### config.mk
export PLATFORM = sky130hd
export DESIGN_NAME = descending_score_table_insert_flat
export DESIGN_NICKNAME = d
export VERILOG_FILES = /design/src/dsti_pkg.sv /design/src/dsti_if.sv /design/src/dsti_cell.sv /design/src/descending_score_table_insert.sv /design/src/flat_wrapper.sv
export SDC_FILE = /design/constraint.sdc
export NUM_CORES = 2
export LEC_CHECK = 0
export ABC_AREA = 1
export BUFFER_PORTS_ARGS = -buffer_cell sky130_fd_sc_hd__buf_2
export CAP_MARGIN = 30
export CORE_MARGIN = 2
export CORE_UTILIZATION = 25
export CTS_CLUSTER_DIAMETER = 80
export CTS_CLUSTER_SIZE = 12
export DETAILED_ROUTE_END_ITERATION = 7
export PLACE_DENSITY = 0.36
export SETUP_SLACK_MARGIN = 0.4
export SLEW_MARGIN = 25
export SYNTH_ARGS = -nofsm -noshare
export SYNTH_HDL_FRONTEND = slang
export SYNTH_HIERARCHICAL = 1
export SYNTH_SLANG_ARGS = --single-unit
### constraint.sdc
create_clock -name i_clk -period 5.5 [get_ports i_clk]
set_input_delay 1.65 -clock i_clk [delete_from_list [all_inputs] [get_ports i_clk]]
set_output_delay 1.65 -clock i_clk [all_outputs]
set_load 0.05 [all_outputs]
### src/dsti_pkg.sv
`default_nettype none

package dsti_pkg;

    typedef logic signed [31:0] t_score;
    typedef logic [15:0]        t_tag;
    typedef logic [5:0]         t_rank;

    typedef struct packed {
        logic insert;
        logic rotate;
    } t_cell_ctrl;

endpackage

`default_nettype wire

### src/dsti_if.sv
`default_nettype none

interface dsti_in_if;
    import dsti_pkg::*;

    logic   valid;
    logic   ready;
    t_score new_score;
    t_tag   player_tag;

    modport source (output valid, output new_score, output player_tag, input ready);
    modport sink   (input valid, input new_score, input player_tag, output ready);
endinterface

interface dsti_out_if;
    import dsti_pkg::*;

    logic   valid;
    logic   ready;
    t_rank  rank_position;
    t_score entry_score;
    t_tag   entry_tag;
    logic   last_entry;
    logic   entry_dropped;

    modport source (output valid, output rank_position, output entry_score,
                    output entry_tag, output last_entry, output entry_dropped,
                    input ready);
    modport sink   (input valid, input rank_position, input entry_score,
                    input entry_tag, input last_entry, input entry_dropped,
                    output ready);
endinterface

`default_nettype wire

### src/dsti_cell.sv
`default_nettype none

module dsti_cell (
    input  wire                  i_clk,
    input  dsti_pkg::t_cell_ctrl i_ctrl,
    input  wire                  i_occupied,
    input  dsti_pkg::t_score     i_new_score,
    input  dsti_pkg::t_tag       i_new_tag,
    input  wire                  i_prev_keep,
    input  dsti_pkg::t_score     i_prev_score,
    input  dsti_pkg::t_tag       i_prev_tag,
    input  dsti_pkg::t_score     i_next_score,
    input  dsti_pkg::t_tag       i_next_tag,
    output dsti_pkg::t_score     o_score,
    output dsti_pkg::t_tag       o_tag,
    output logic                 o_keep
);
    import dsti_pkg::*;

    t_score r_score;
    t_tag   r_tag;
    t_score n_score;
    t_tag   n_tag;

    // entry stays put when it ranks at or above the new word
    assign o_keep = i_occupied && (r_score >= i_new_score);

    always_comb begin
        n_score = r_score;
        n_tag   = r_tag;
        if (i_ctrl.insert) begin
            if (!o_keep) begin
                if (i_prev_keep) begin
                    n_score = i_new_score;
                    n_tag   = i_new_tag;
                end else begin
                    n_score = i_prev_score;
                    n_tag   = i_prev_tag;
                end
            end
        end else if (i_ctrl.rotate) begin
            n_score = i_next_score;
            n_tag   = i_next_tag;
        end
    end

    always_ff @(posedge i_clk) begin
        r_score <= n_score;
        r_tag   <= n_tag;
    end

    assign o_score = r_score;
    assign o_tag   = r_tag;

endmodule

`default_nettype wire

### src/descending_score_table_insert.sv
// descending_score_table_insert
// Ranked table of up to CAPACITY entries (score, tag), highest score first.
// Input channel i_in carries one entry per word; output channel o_out carries
// the whole ranked table after each insert, one word per position from rank 0,
// with last_entry on the final word and entry_dropped on every word of an
// insert that pushed an entry out of a full table. Equal scores keep arrival
// order. Each cell of the chain compares its entry with the new score and
// either holds, takes the new entry or takes its upper neighbour's entry.
// The first output word is offered the cycle after the input word is
// accepted. The table is then read out by rotating the cell chain towards
// cell 0, one position per cycle unless the receiver stalls; after the valid
// entries have been sent the chain keeps rotating until CAPACITY steps are
// done, and only then is the next insert taken.
// Input ready is high only while no table is being sent or rotated.
// A receiver stall freezes the rotation and holds the output word.
// Reset empties the table; entries are not cleared, only the fill count.
`default_nettype none

module descending_score_table_insert #(
    parameter int CAPACITY = 16
) (
    input  wire         i_clk,
    input  wire         i_rst_n,
    dsti_in_if.sink     i_in,
    dsti_out_if.source  o_out
);
    import dsti_pkg::*;

    localparam int STEP_W = (CAPACITY > 1) ? $clog2(CAPACITY) : 1;
    localparam int CNT_W  = $clog2(CAPACITY + 1);

    localparam logic [1:0] S_IDLE   = 2'd0;
    localparam logic [1:0] S_EMIT   = 2'd1;
    localparam logic [1:0] S_ROTATE = 2'd2;

    logic [1:0]        r_state, n_state;
    logic [STEP_W-1:0] r_step,  n_step;
    logic [CNT_W-1:0]  r_count, n_count;
    logic              r_dropped, n_dropped;

    logic       w_in_acc;
    logic       w_out_acc;
    logic       w_full;
    logic       w_last;
    t_cell_ctrl w_ctrl;

    t_score w_score [CAPACITY];
    t_tag   w_tag   [CAPACITY];
    logic   w_keep  [CAPACITY];

    assign w_full    = (r_count == CNT_W'(CAPACITY));
    assign w_last    = (CNT_W'(r_step) == r_count - CNT_W'(1));
    assign w_in_acc  = i_in.valid && i_in.ready;
    assign w_out_acc = o_out.valid && o_out.ready;

    assign w_ctrl.insert = w_in_acc;
    assign w_ctrl.rotate = w_out_acc || (r_state == S_ROTATE);

    genvar gi;
    generate
        for (gi = 0; gi < CAPACITY; gi++) begin : g_cell
            localparam int NXT = (gi == CAPACITY - 1) ? 0 : gi + 1;
            logic   w_occ;
            logic   w_pkeep;
            t_score w_pscore;
            t_tag   w_ptag;

            assign w_occ = (CNT_W'(gi) < r_count);

            if (gi == 0) begin : g_head
                assign w_pkeep  = 1'b1;
                assign w_pscore = i_in.new_score;
                assign w_ptag   = i_in.player_tag;
            end else begin : g_body
                assign w_pkeep  = w_keep[gi-1];
                assign w_pscore = w_score[gi-1];
                assign w_ptag   = w_tag[gi-1];
            end

            dsti_cell u_cell (
                .i_clk        (i_clk),
                .i_ctrl       (w_ctrl),
                .i_occupied   (w_occ),
                .i_new_score  (i_in.new_score),
                .i_new_tag    (i_in.player_tag),
                .i_prev_keep  (w_pkeep),
                .i_prev_score (w_pscore),
                .i_prev_tag   (w_ptag),
                .i_next_score (w_score[NXT]),
                .i_next_tag   (w_tag[NXT]),
                .o_score      (w_score[gi]),
                .o_tag        (w_tag[gi]),
                .o_keep       (w_keep[gi])
            );
        end
    endgenerate

    always_comb begin
        n_state   = r_state;
        n_step    = r_step;
        n_count   = r_count;
        n_dropped = r_dropped;
        unique case (r_state)
            S_IDLE: begin
                if (w_in_acc) begin
                    n_state   = S_EMIT;
                    n_step    = '0;
                    n_dropped = w_full;
                    n_count   = w_full ? r_count : r_count + CNT_W'(1);
                end
            end
            S_EMIT: begin
                if (w_out_acc) begin
                    n_step = r_step + STEP_W'(1);
                    if (w_last) begin
                        n_state = w_full ? S_IDLE : S_ROTATE;
                    end
                end
            end
            S_ROTATE: begin
                n_step = r_step + STEP_W'(1);
                if (r_step == STEP_W'(CAPACITY - 1)) begin
                    n_state = S_IDLE;
                end
            end
            default: begin
                n_state = S_IDLE;
            end
        endcase
    end

    always_ff @(posedge i_clk) begin
        if (!i_rst_n) begin
            r_state   <= S_IDLE;
            r_step    <= '0;
            r_count   <= '0;
            r_dropped <= 1'b0;
        end else begin
            r_state   <= n_state;
            r_step    <= n_step;
            r_count   <= n_count;
            r_dropped <= n_dropped;
        end
    end

    assign i_in.ready           = (r_state == S_IDLE);
    assign o_out.valid          = (r_state == S_EMIT);
    assign o_out.rank_position  = t_rank'(r_step);
    assign o_out.entry_score    = w_score[0];
    assign o_out.entry_tag      = w_tag[0];
    assign o_out.last_entry     = w_last;
    assign o_out.entry_dropped  = r_dropped;

endmodule

`default_nettype wire

### src/flat_wrapper.sv
// flat-port wrapper written by rule: the top's interface ports become plain ports
module descending_score_table_insert_flat import dsti_pkg::*;
#(
    parameter int CAPACITY = 16
)
  (i_clk, i_rst_n, i_in_valid, i_in_new_score, i_in_player_tag, i_in_ready, o_out_valid, o_out_rank_position, o_out_entry_score, o_out_entry_tag, o_out_last_entry, o_out_entry_dropped, o_out_ready);
  dsti_in_if i_in_i ();
  dsti_out_if o_out_i ();
  input  wire i_clk;
  input  wire i_rst_n;
  input wire logic [$bits(i_in_i.valid)-1:0] i_in_valid;
  input wire logic [$bits(i_in_i.new_score)-1:0] i_in_new_score;
  input wire logic [$bits(i_in_i.player_tag)-1:0] i_in_player_tag;
  output wire logic [$bits(i_in_i.ready)-1:0] i_in_ready;
  output wire logic [$bits(o_out_i.valid)-1:0] o_out_valid;
  output wire logic [$bits(o_out_i.rank_position)-1:0] o_out_rank_position;
  output wire logic [$bits(o_out_i.entry_score)-1:0] o_out_entry_score;
  output wire logic [$bits(o_out_i.entry_tag)-1:0] o_out_entry_tag;
  output wire logic [$bits(o_out_i.last_entry)-1:0] o_out_last_entry;
  output wire logic [$bits(o_out_i.entry_dropped)-1:0] o_out_entry_dropped;
  input wire logic [$bits(o_out_i.ready)-1:0] o_out_ready;
  assign i_in_i.valid = i_in_valid;
  assign i_in_i.new_score = i_in_new_score;
  assign i_in_i.player_tag = i_in_player_tag;
  assign i_in_ready = i_in_i.ready;
  assign o_out_valid = o_out_i.valid;
  assign o_out_rank_position = o_out_i.rank_position;
  assign o_out_entry_score = o_out_i.entry_score;
  assign o_out_entry_tag = o_out_i.entry_tag;
  assign o_out_last_entry = o_out_i.last_entry;
  assign o_out_entry_dropped = o_out_i.entry_dropped;
  assign o_out_i.ready = o_out_ready;
  descending_score_table_insert #(.CAPACITY(CAPACITY)) u_core (.i_clk(i_clk), .i_rst_n(i_rst_n), .i_in(i_in_i), .o_out(o_out_i));
endmodule
==> Word-level counts from Yosys, hierarchy flattened <==
Index checks and enable logic that the tools add are counted.
{ "totals": {"regBits": 780, "latchBits": 0, "ramBits": 0, "mem_bits_ro": 0, "in_bits": 52, "output_inout_bits": 58, "wordCells": 274, "memories": 0} }
{ "classes": {"n_addsub": 3, "mul": 0, "div": 0, "n_lt_le_gt_ge": 32, "n_eq_ne": 25, "shift": 0, "muxes": 135, "bitwise_logic": 1, "n_reduce_logical": 42} }
{ "ops": {"columns": ["op", "count"], "rows": [
  ["2-to-1 mux 32 bit", 63],
  ["2-to-1 mux 16 bit", 63],
  ["greater-or-equal comparator 32 bit", 16],
  ["less-than comparator 4 x 5 -> 1 bit (first input constant)", 8],
  ["!= test 2 bit (second input constant)", 20],
  ["AND reduction 2 bit", 17],
  ["less-than comparator 3 x 5 -> 1 bit (first input constant)", 4],
  ["logical AND 1 bit", 18],
  ["one-hot mux 4 bit (3 select lines)", 1],
  ["less-than comparator 1 x 5 -> 1 bit (first input constant)", 2],
  ["less-than comparator 2 x 5 -> 1 bit (first input constant)", 2],
  ["2-to-1 mux 2 bit", 5],
  ["2-to-1 mux 4 bit", 2],
  ["one-hot mux 2 bit (3 select lines)", 1],
  ["AND reduction 3 bit", 2],
  ["adder 5 x 1 -> 5 bit (second input constant)", 1],
  ["== test 4 x 5 -> 1 bit", 1],
  ["== test 5 bit (second input constant)", 1],
  ["subtractor 5 x 1 -> 5 bit (second input constant)", 1],
  ["adder 4 x 1 -> 4 bit (second input constant)", 1],
  ["== test 4 bit (second input constant)", 1],
  ["AND reduction 4 bit", 1],
  ["nonzero test 3 bit", 1],
  ["== test 2 x 1 -> 1 bit (second input constant)", 1],
  ["other kinds (5)", 5]
]} }

==> Longest topological paths before layout <==
{ "logic_depth": {"word_depth": 5, "depth_mapped": 23, "mapped_depth_nobuf": 20} }

==> Modules after synthesis <==
The synthesis kept the hierarchy.
{ "by_module_without_submodules": {"columns": ["mod", "n_inst", "cells_each", "area_per_inst_um2", "seq_area_each_um2"], "rows": [
  ["dsti_cell", 16, 412, 3286.9, 1441.4],
  ["descending_score_table_insert", 1, 146, 943.4, 240.2]
]} }

==> Worst setup path before layout <==
No wires, ideal clock.
{ "synth_timing": {"path_type": "in2reg", "from": "in i_in_valid", "to": "reg u_core.g_cell[0].u_cell.r_score[0] (enable)", "setup_ps": 583, "t_arrival_ps": 4371, "t_required_ps": 4917, "slack_ps": 546, "cell_stages": 7, "path_cell_list": "nand2_1 -> inv_1 -> inv_2 -> buf_2 -> clkbuf_1 -> nand2_1 -> nand2_1"} }
{ "synth_lines": {"columns": ["element", "line", "source"], "rows": [
  ["from (decl)", "flat_wrapper.sv:11", "input wire logic [$bits(i_in_i.valid)-1:0] i_in_valid;"],
  ["to (signal assigned)", "dsti_cell.sv:48", "r_score <= n_score;"],
  ["to (decl)", "dsti_cell.sv:20", "t_score r_score;"]
]} }

==> Final worst setup path <==
{ "layout_timing": {"from": "in i_in_new_score[27]", "to": "reg u_core.g_cell[1].u_cell.r_score[3], data pin"} }
{ "layout_between": {"elab_chain_cells": 5} }
{ "layout_rtl": {"columns": ["element", "line", "source"], "rows": [
  ["from (decl)", "flat_wrapper.sv:12", "input wire logic [$bits(i_in_i.new_score)-1:0] i_in_new_score;"],
  ["greater-or-equal comparator 32 bit", "dsti_cell.sv:26", "assign o_keep = i_occupied && (r_score >= i_new_score);"],
  ["logical AND 1 bit", "dsti_cell.sv:26", null],
  ["named net u_core.g_cell[1].w_pkeep", "descending_score_table_insert.sv:64", "logic w_pkeep;"],
  ["2-to-1 mux 32 bit", "dsti_cell.sv:33", "if (i_prev_keep) begin"],
  ["2-to-1 mux 32 bit", "dsti_cell.sv:32", "if (!o_keep) begin"],
  ["2-to-1 mux 32 bit", "dsti_cell.sv:31", "if (i_ctrl.insert) begin"],
  ["named net u_core.g_cell[1].u_cell.n_score[3]", "dsti_cell.sv:22", "t_score n_score;"],
  ["to (signal assigned)", "dsti_cell.sv:48", null],
  ["to (decl)", "dsti_cell.sv:20", null]
]} }
The timed path passes the listed nets, and every way through them passes these cells. The select of a mux whose other input is x is not followed.
A chain may end at the register's enable or synchronous reset.

==> flow_results.org <==
** Outcome
- Outcome :: complete, no violations

** Synthesis
- Synthesis produced a netlist whose cell count is 6737.
- Synthesized cell area :: 53500 sq um
- Synthesized area divided by synthesized cell count :: 7.95 sq um
- Yosys warnings :: 6

** Timing
- Pin slew with the least headroom to its limit :: 0.956 ns
- The number of max-slew violations in the final report came to 0.
- Worst-case headroom to the max-slew limit :: 36.2%
- Crit share post-route :: 86.4%
- The final count of hold timing violations came to 0.
- Min Tclk post-route :: 4.75 ns
- Slack of the critical path :: 0.750 ns
- Final hold analysis gives a worst-case slack of 0.549 ns.
- Static timing analysis puts the maximum clock frequency at 211 MHz.
- Setup clock skew after layout :: 0.0426 ns
- RSZ-0062 raised after global routing :: false
- Setup violations remaining at the end of the flow were counted as 0.

** Routing
- The detailed router used layers up to and including met4.
- Avg WL per Cell :: 24.9 um
- For this block, the routed nets add up to 244000 um of wire.
- Using the TritonRoute via totals, the vias-per-cell ratio works out to 4.94.
- The count of nets left with antenna violations once routing finished came out at 0.
- Pre-antenna DRT Iters :: 5
- After the first detailed-routing iteration, the DRC count stood at 3764.
- Metal2 WL :: 108000 um
- Met3 wire length :: 13300 um
- In the final routing, the length of wire on met1 measures 116000 um.
- Overall via count from detail_route :: 48300
- In the routed design, unresolved DRC markers number 0.

** Clock tree
- TritonCTS clock tree :: yes
- Clock root cell :: clkbuf_16
- H-tree levels :: 3
- Sink Count :: 780
- The clock passes through at most 3 buffers.
- Clock-pin slew reported for the worst setup and hold paths after clock tree synthesis :: 0.06 ns
- Number of clock buffers inserted by TritonCTS :: 97
- In this run, post-CTS hold repair placed 0 buffers.
- Post-cts repair resize count :: 0
- The number of setup buffers added after CTS is 0.
- At the later pin of the worst-skew pair, clock insertion delay measures 0.76 ns.

** Power
- In this run, the combinational gates consume 43.2% of the power.
- Per report_power, the clock group accounts for 17.6% of the total.
- Power density over cell area :: 630 nW/um^2
- For this design the total switching power over the nets is 0.0183 W.
- Per report_power, the sequential group accounts for 39.2% of the total.
- Worst supply voltage drop on vdd :: 0.000406 V
- Design internal power :: 0.0210 W
- Switching Share :: 46.5%
- Summed over all cells, the static leakage comes to 27.5 nW.

** Critical path
- At the worst endpoint, the required time is 5.98 ns.
- Critical path class :: primary input to register
- STA puts the critical path data arrival time at 5.23 ns.
- In this run the worst path has a maximum fanout of 38.
- Worst-case reg-to-reg path depth :: 13
- Crit path capture type :: register
- The worst setup path is launched from a primary input.

** Floorplanning
- Die Y :: 467 um
- After floorplanning, the core was sized to cover 213000 sq um.
- 110 I/O pins were placed.
- Die extent in x :: 467 um
- After floorplanning, the core was divided into 169 placement rows.
- The die covers 218000 sq um.
- Once the floorplan was initialized, standard cells occupied 25.2% of the core.

** Place
- Final weighted congestion in routability-driven placement :: 0.827
- During placement, the flow inserted port buffers numbering 107.
- Once placement finished, the instance area stood at 59100 sq um.
- HPWL after detailed placement :: 175000 um
- Placement-stage worst setup slack :: -0.139 ns

** Global route
- Via count of the first global-routing pass :: 48200
- Overall overflow remaining after global route :: 0
- Entering global routing, the biggest net connects 116 pins.
- In the global route stage, overall resource usage came out at 21.9%.
- Number of antenna violations at the first check in global routing :: 17
- The first global-routing pass estimated 350000 um of wire.

** Job
- Number of violations of the max-capacitance limit :: 0

** Cells and area
- Cells with a size suffix above 1 make up 10.5% of the layout.
- After routing the design area is 62400 sq um.
- Synthesis-to-finish area growth :: 16.6%
- Nets :: 7463

** Min path
- Hold crit path type :: register to register
- Cells on Worst Hold Path :: 2
==> layout make-up <==
cell class	instances	area, sq um
Multi-Input combinational cell	4912	26100
Fill cell	22900	150000
Tap cell	2821	3530
Inverter	725	2730
Sequential cell	780	23300
Clock inverter	54	656
Clock buffer	116	2610
Timing Repair Buffer	375	3450
Antenna cell	7	17.5
==> state kept, by name, indices dropped and copies added (netlist names) <==
signal / cells
u_core/g_cell.u_cell/o_tag: 256
u_core/g_cell.u_cell/o_score: 512
u_core/r_state: 2
u_core/r_step: 4
u_core/o_out.entry_dropped: 1
u_core/r_count: 5
==> per-stage QoR <==
| stage | total power, W | utilization (%) | TNS [ns] | instances |
|---|---|---|---|---|
| after floorplan | 0.0241 | - | 0 | 6741 |
| after global placement | 0.0323 | 27.8 | -3.27 | 9613 |
| after global routing | 0.0421 | 29.4 | 0 | 9785 |
| after detailed placement | 0.0325 | 27.8 | -4.56 | 9613 |
| final | 0.0393 | 29.4 | 0 | 9790 |
| after CTS | 0.0396 | 29.4 | 0 | 9783 |
==> worst paths after layout <==
path | from | to | slack (ns)
max | i_in_new_score[27] | u_core/g_cell[1].u_cell/o_score[3] | 0.75
min | u_core/g_cell[15].u_cell/o_tag[10] | u_core/g_cell[14].u_cell/o_tag[10] | 0.55
max reg2reg | u_core/g_cell[0].u_cell/o_score[31] | u_core/g_cell[1].u_cell/o_score[3] | 1.60
min reg2reg | u_core/g_cell[15].u_cell/o_tag[10] | u_core/g_cell[14].u_cell/o_tag[10] | 0.55
==> worst max-delay path, cell delays in order <==
cell     delay [ns]
buf_2          0.29
buf_12         0.21
buf_4          0.16
inv_1          0.05
ha_1           0.28
nand2_1        0.07
nor2_1         0.23
nand2_2        0.13
nor2_2         0.37
nand4_1        0.42
nand3_1        0.31
nand2_1        0.15
inv_2          0.24
inv_2          0.09
buf_12         0.18
nor2_1         0.16
o21ai_1        0.08
==> cell usage in the layout (no fill, tap or decap), drive strengths merged, types with 49 or more instances in the layout <==
cell / instances
a21oi: 217
buf: 375
clkbuf: 116
edfxtp: 768
ha: 520
inv: 737
nand2: 1464
nand3: 58
nand4: 49
nor2: 944
o21ai: 1581
==> layer usage <==
metal,track usage (%),vias up
met5,0,-
met2,34.9,1337
met4,5.81,0
li1,-,23000
met1,31.3,23800
met3,2.54,223
==> power groups by stage <==
stage	logic [W]	clock network [W]	registers, W
final	0.0170	0.00692	0.0154
after global routing	0.0190	0.00733	0.0157
after CTS	0.0171	0.00714	0.0154
after detailed placement	0.0170	0	0.0154
after global placement	0.0168	0	0.0155
after floorplan	0.00991	0	0.0142
Note: power is estimated with default switching activity, not from simulation.
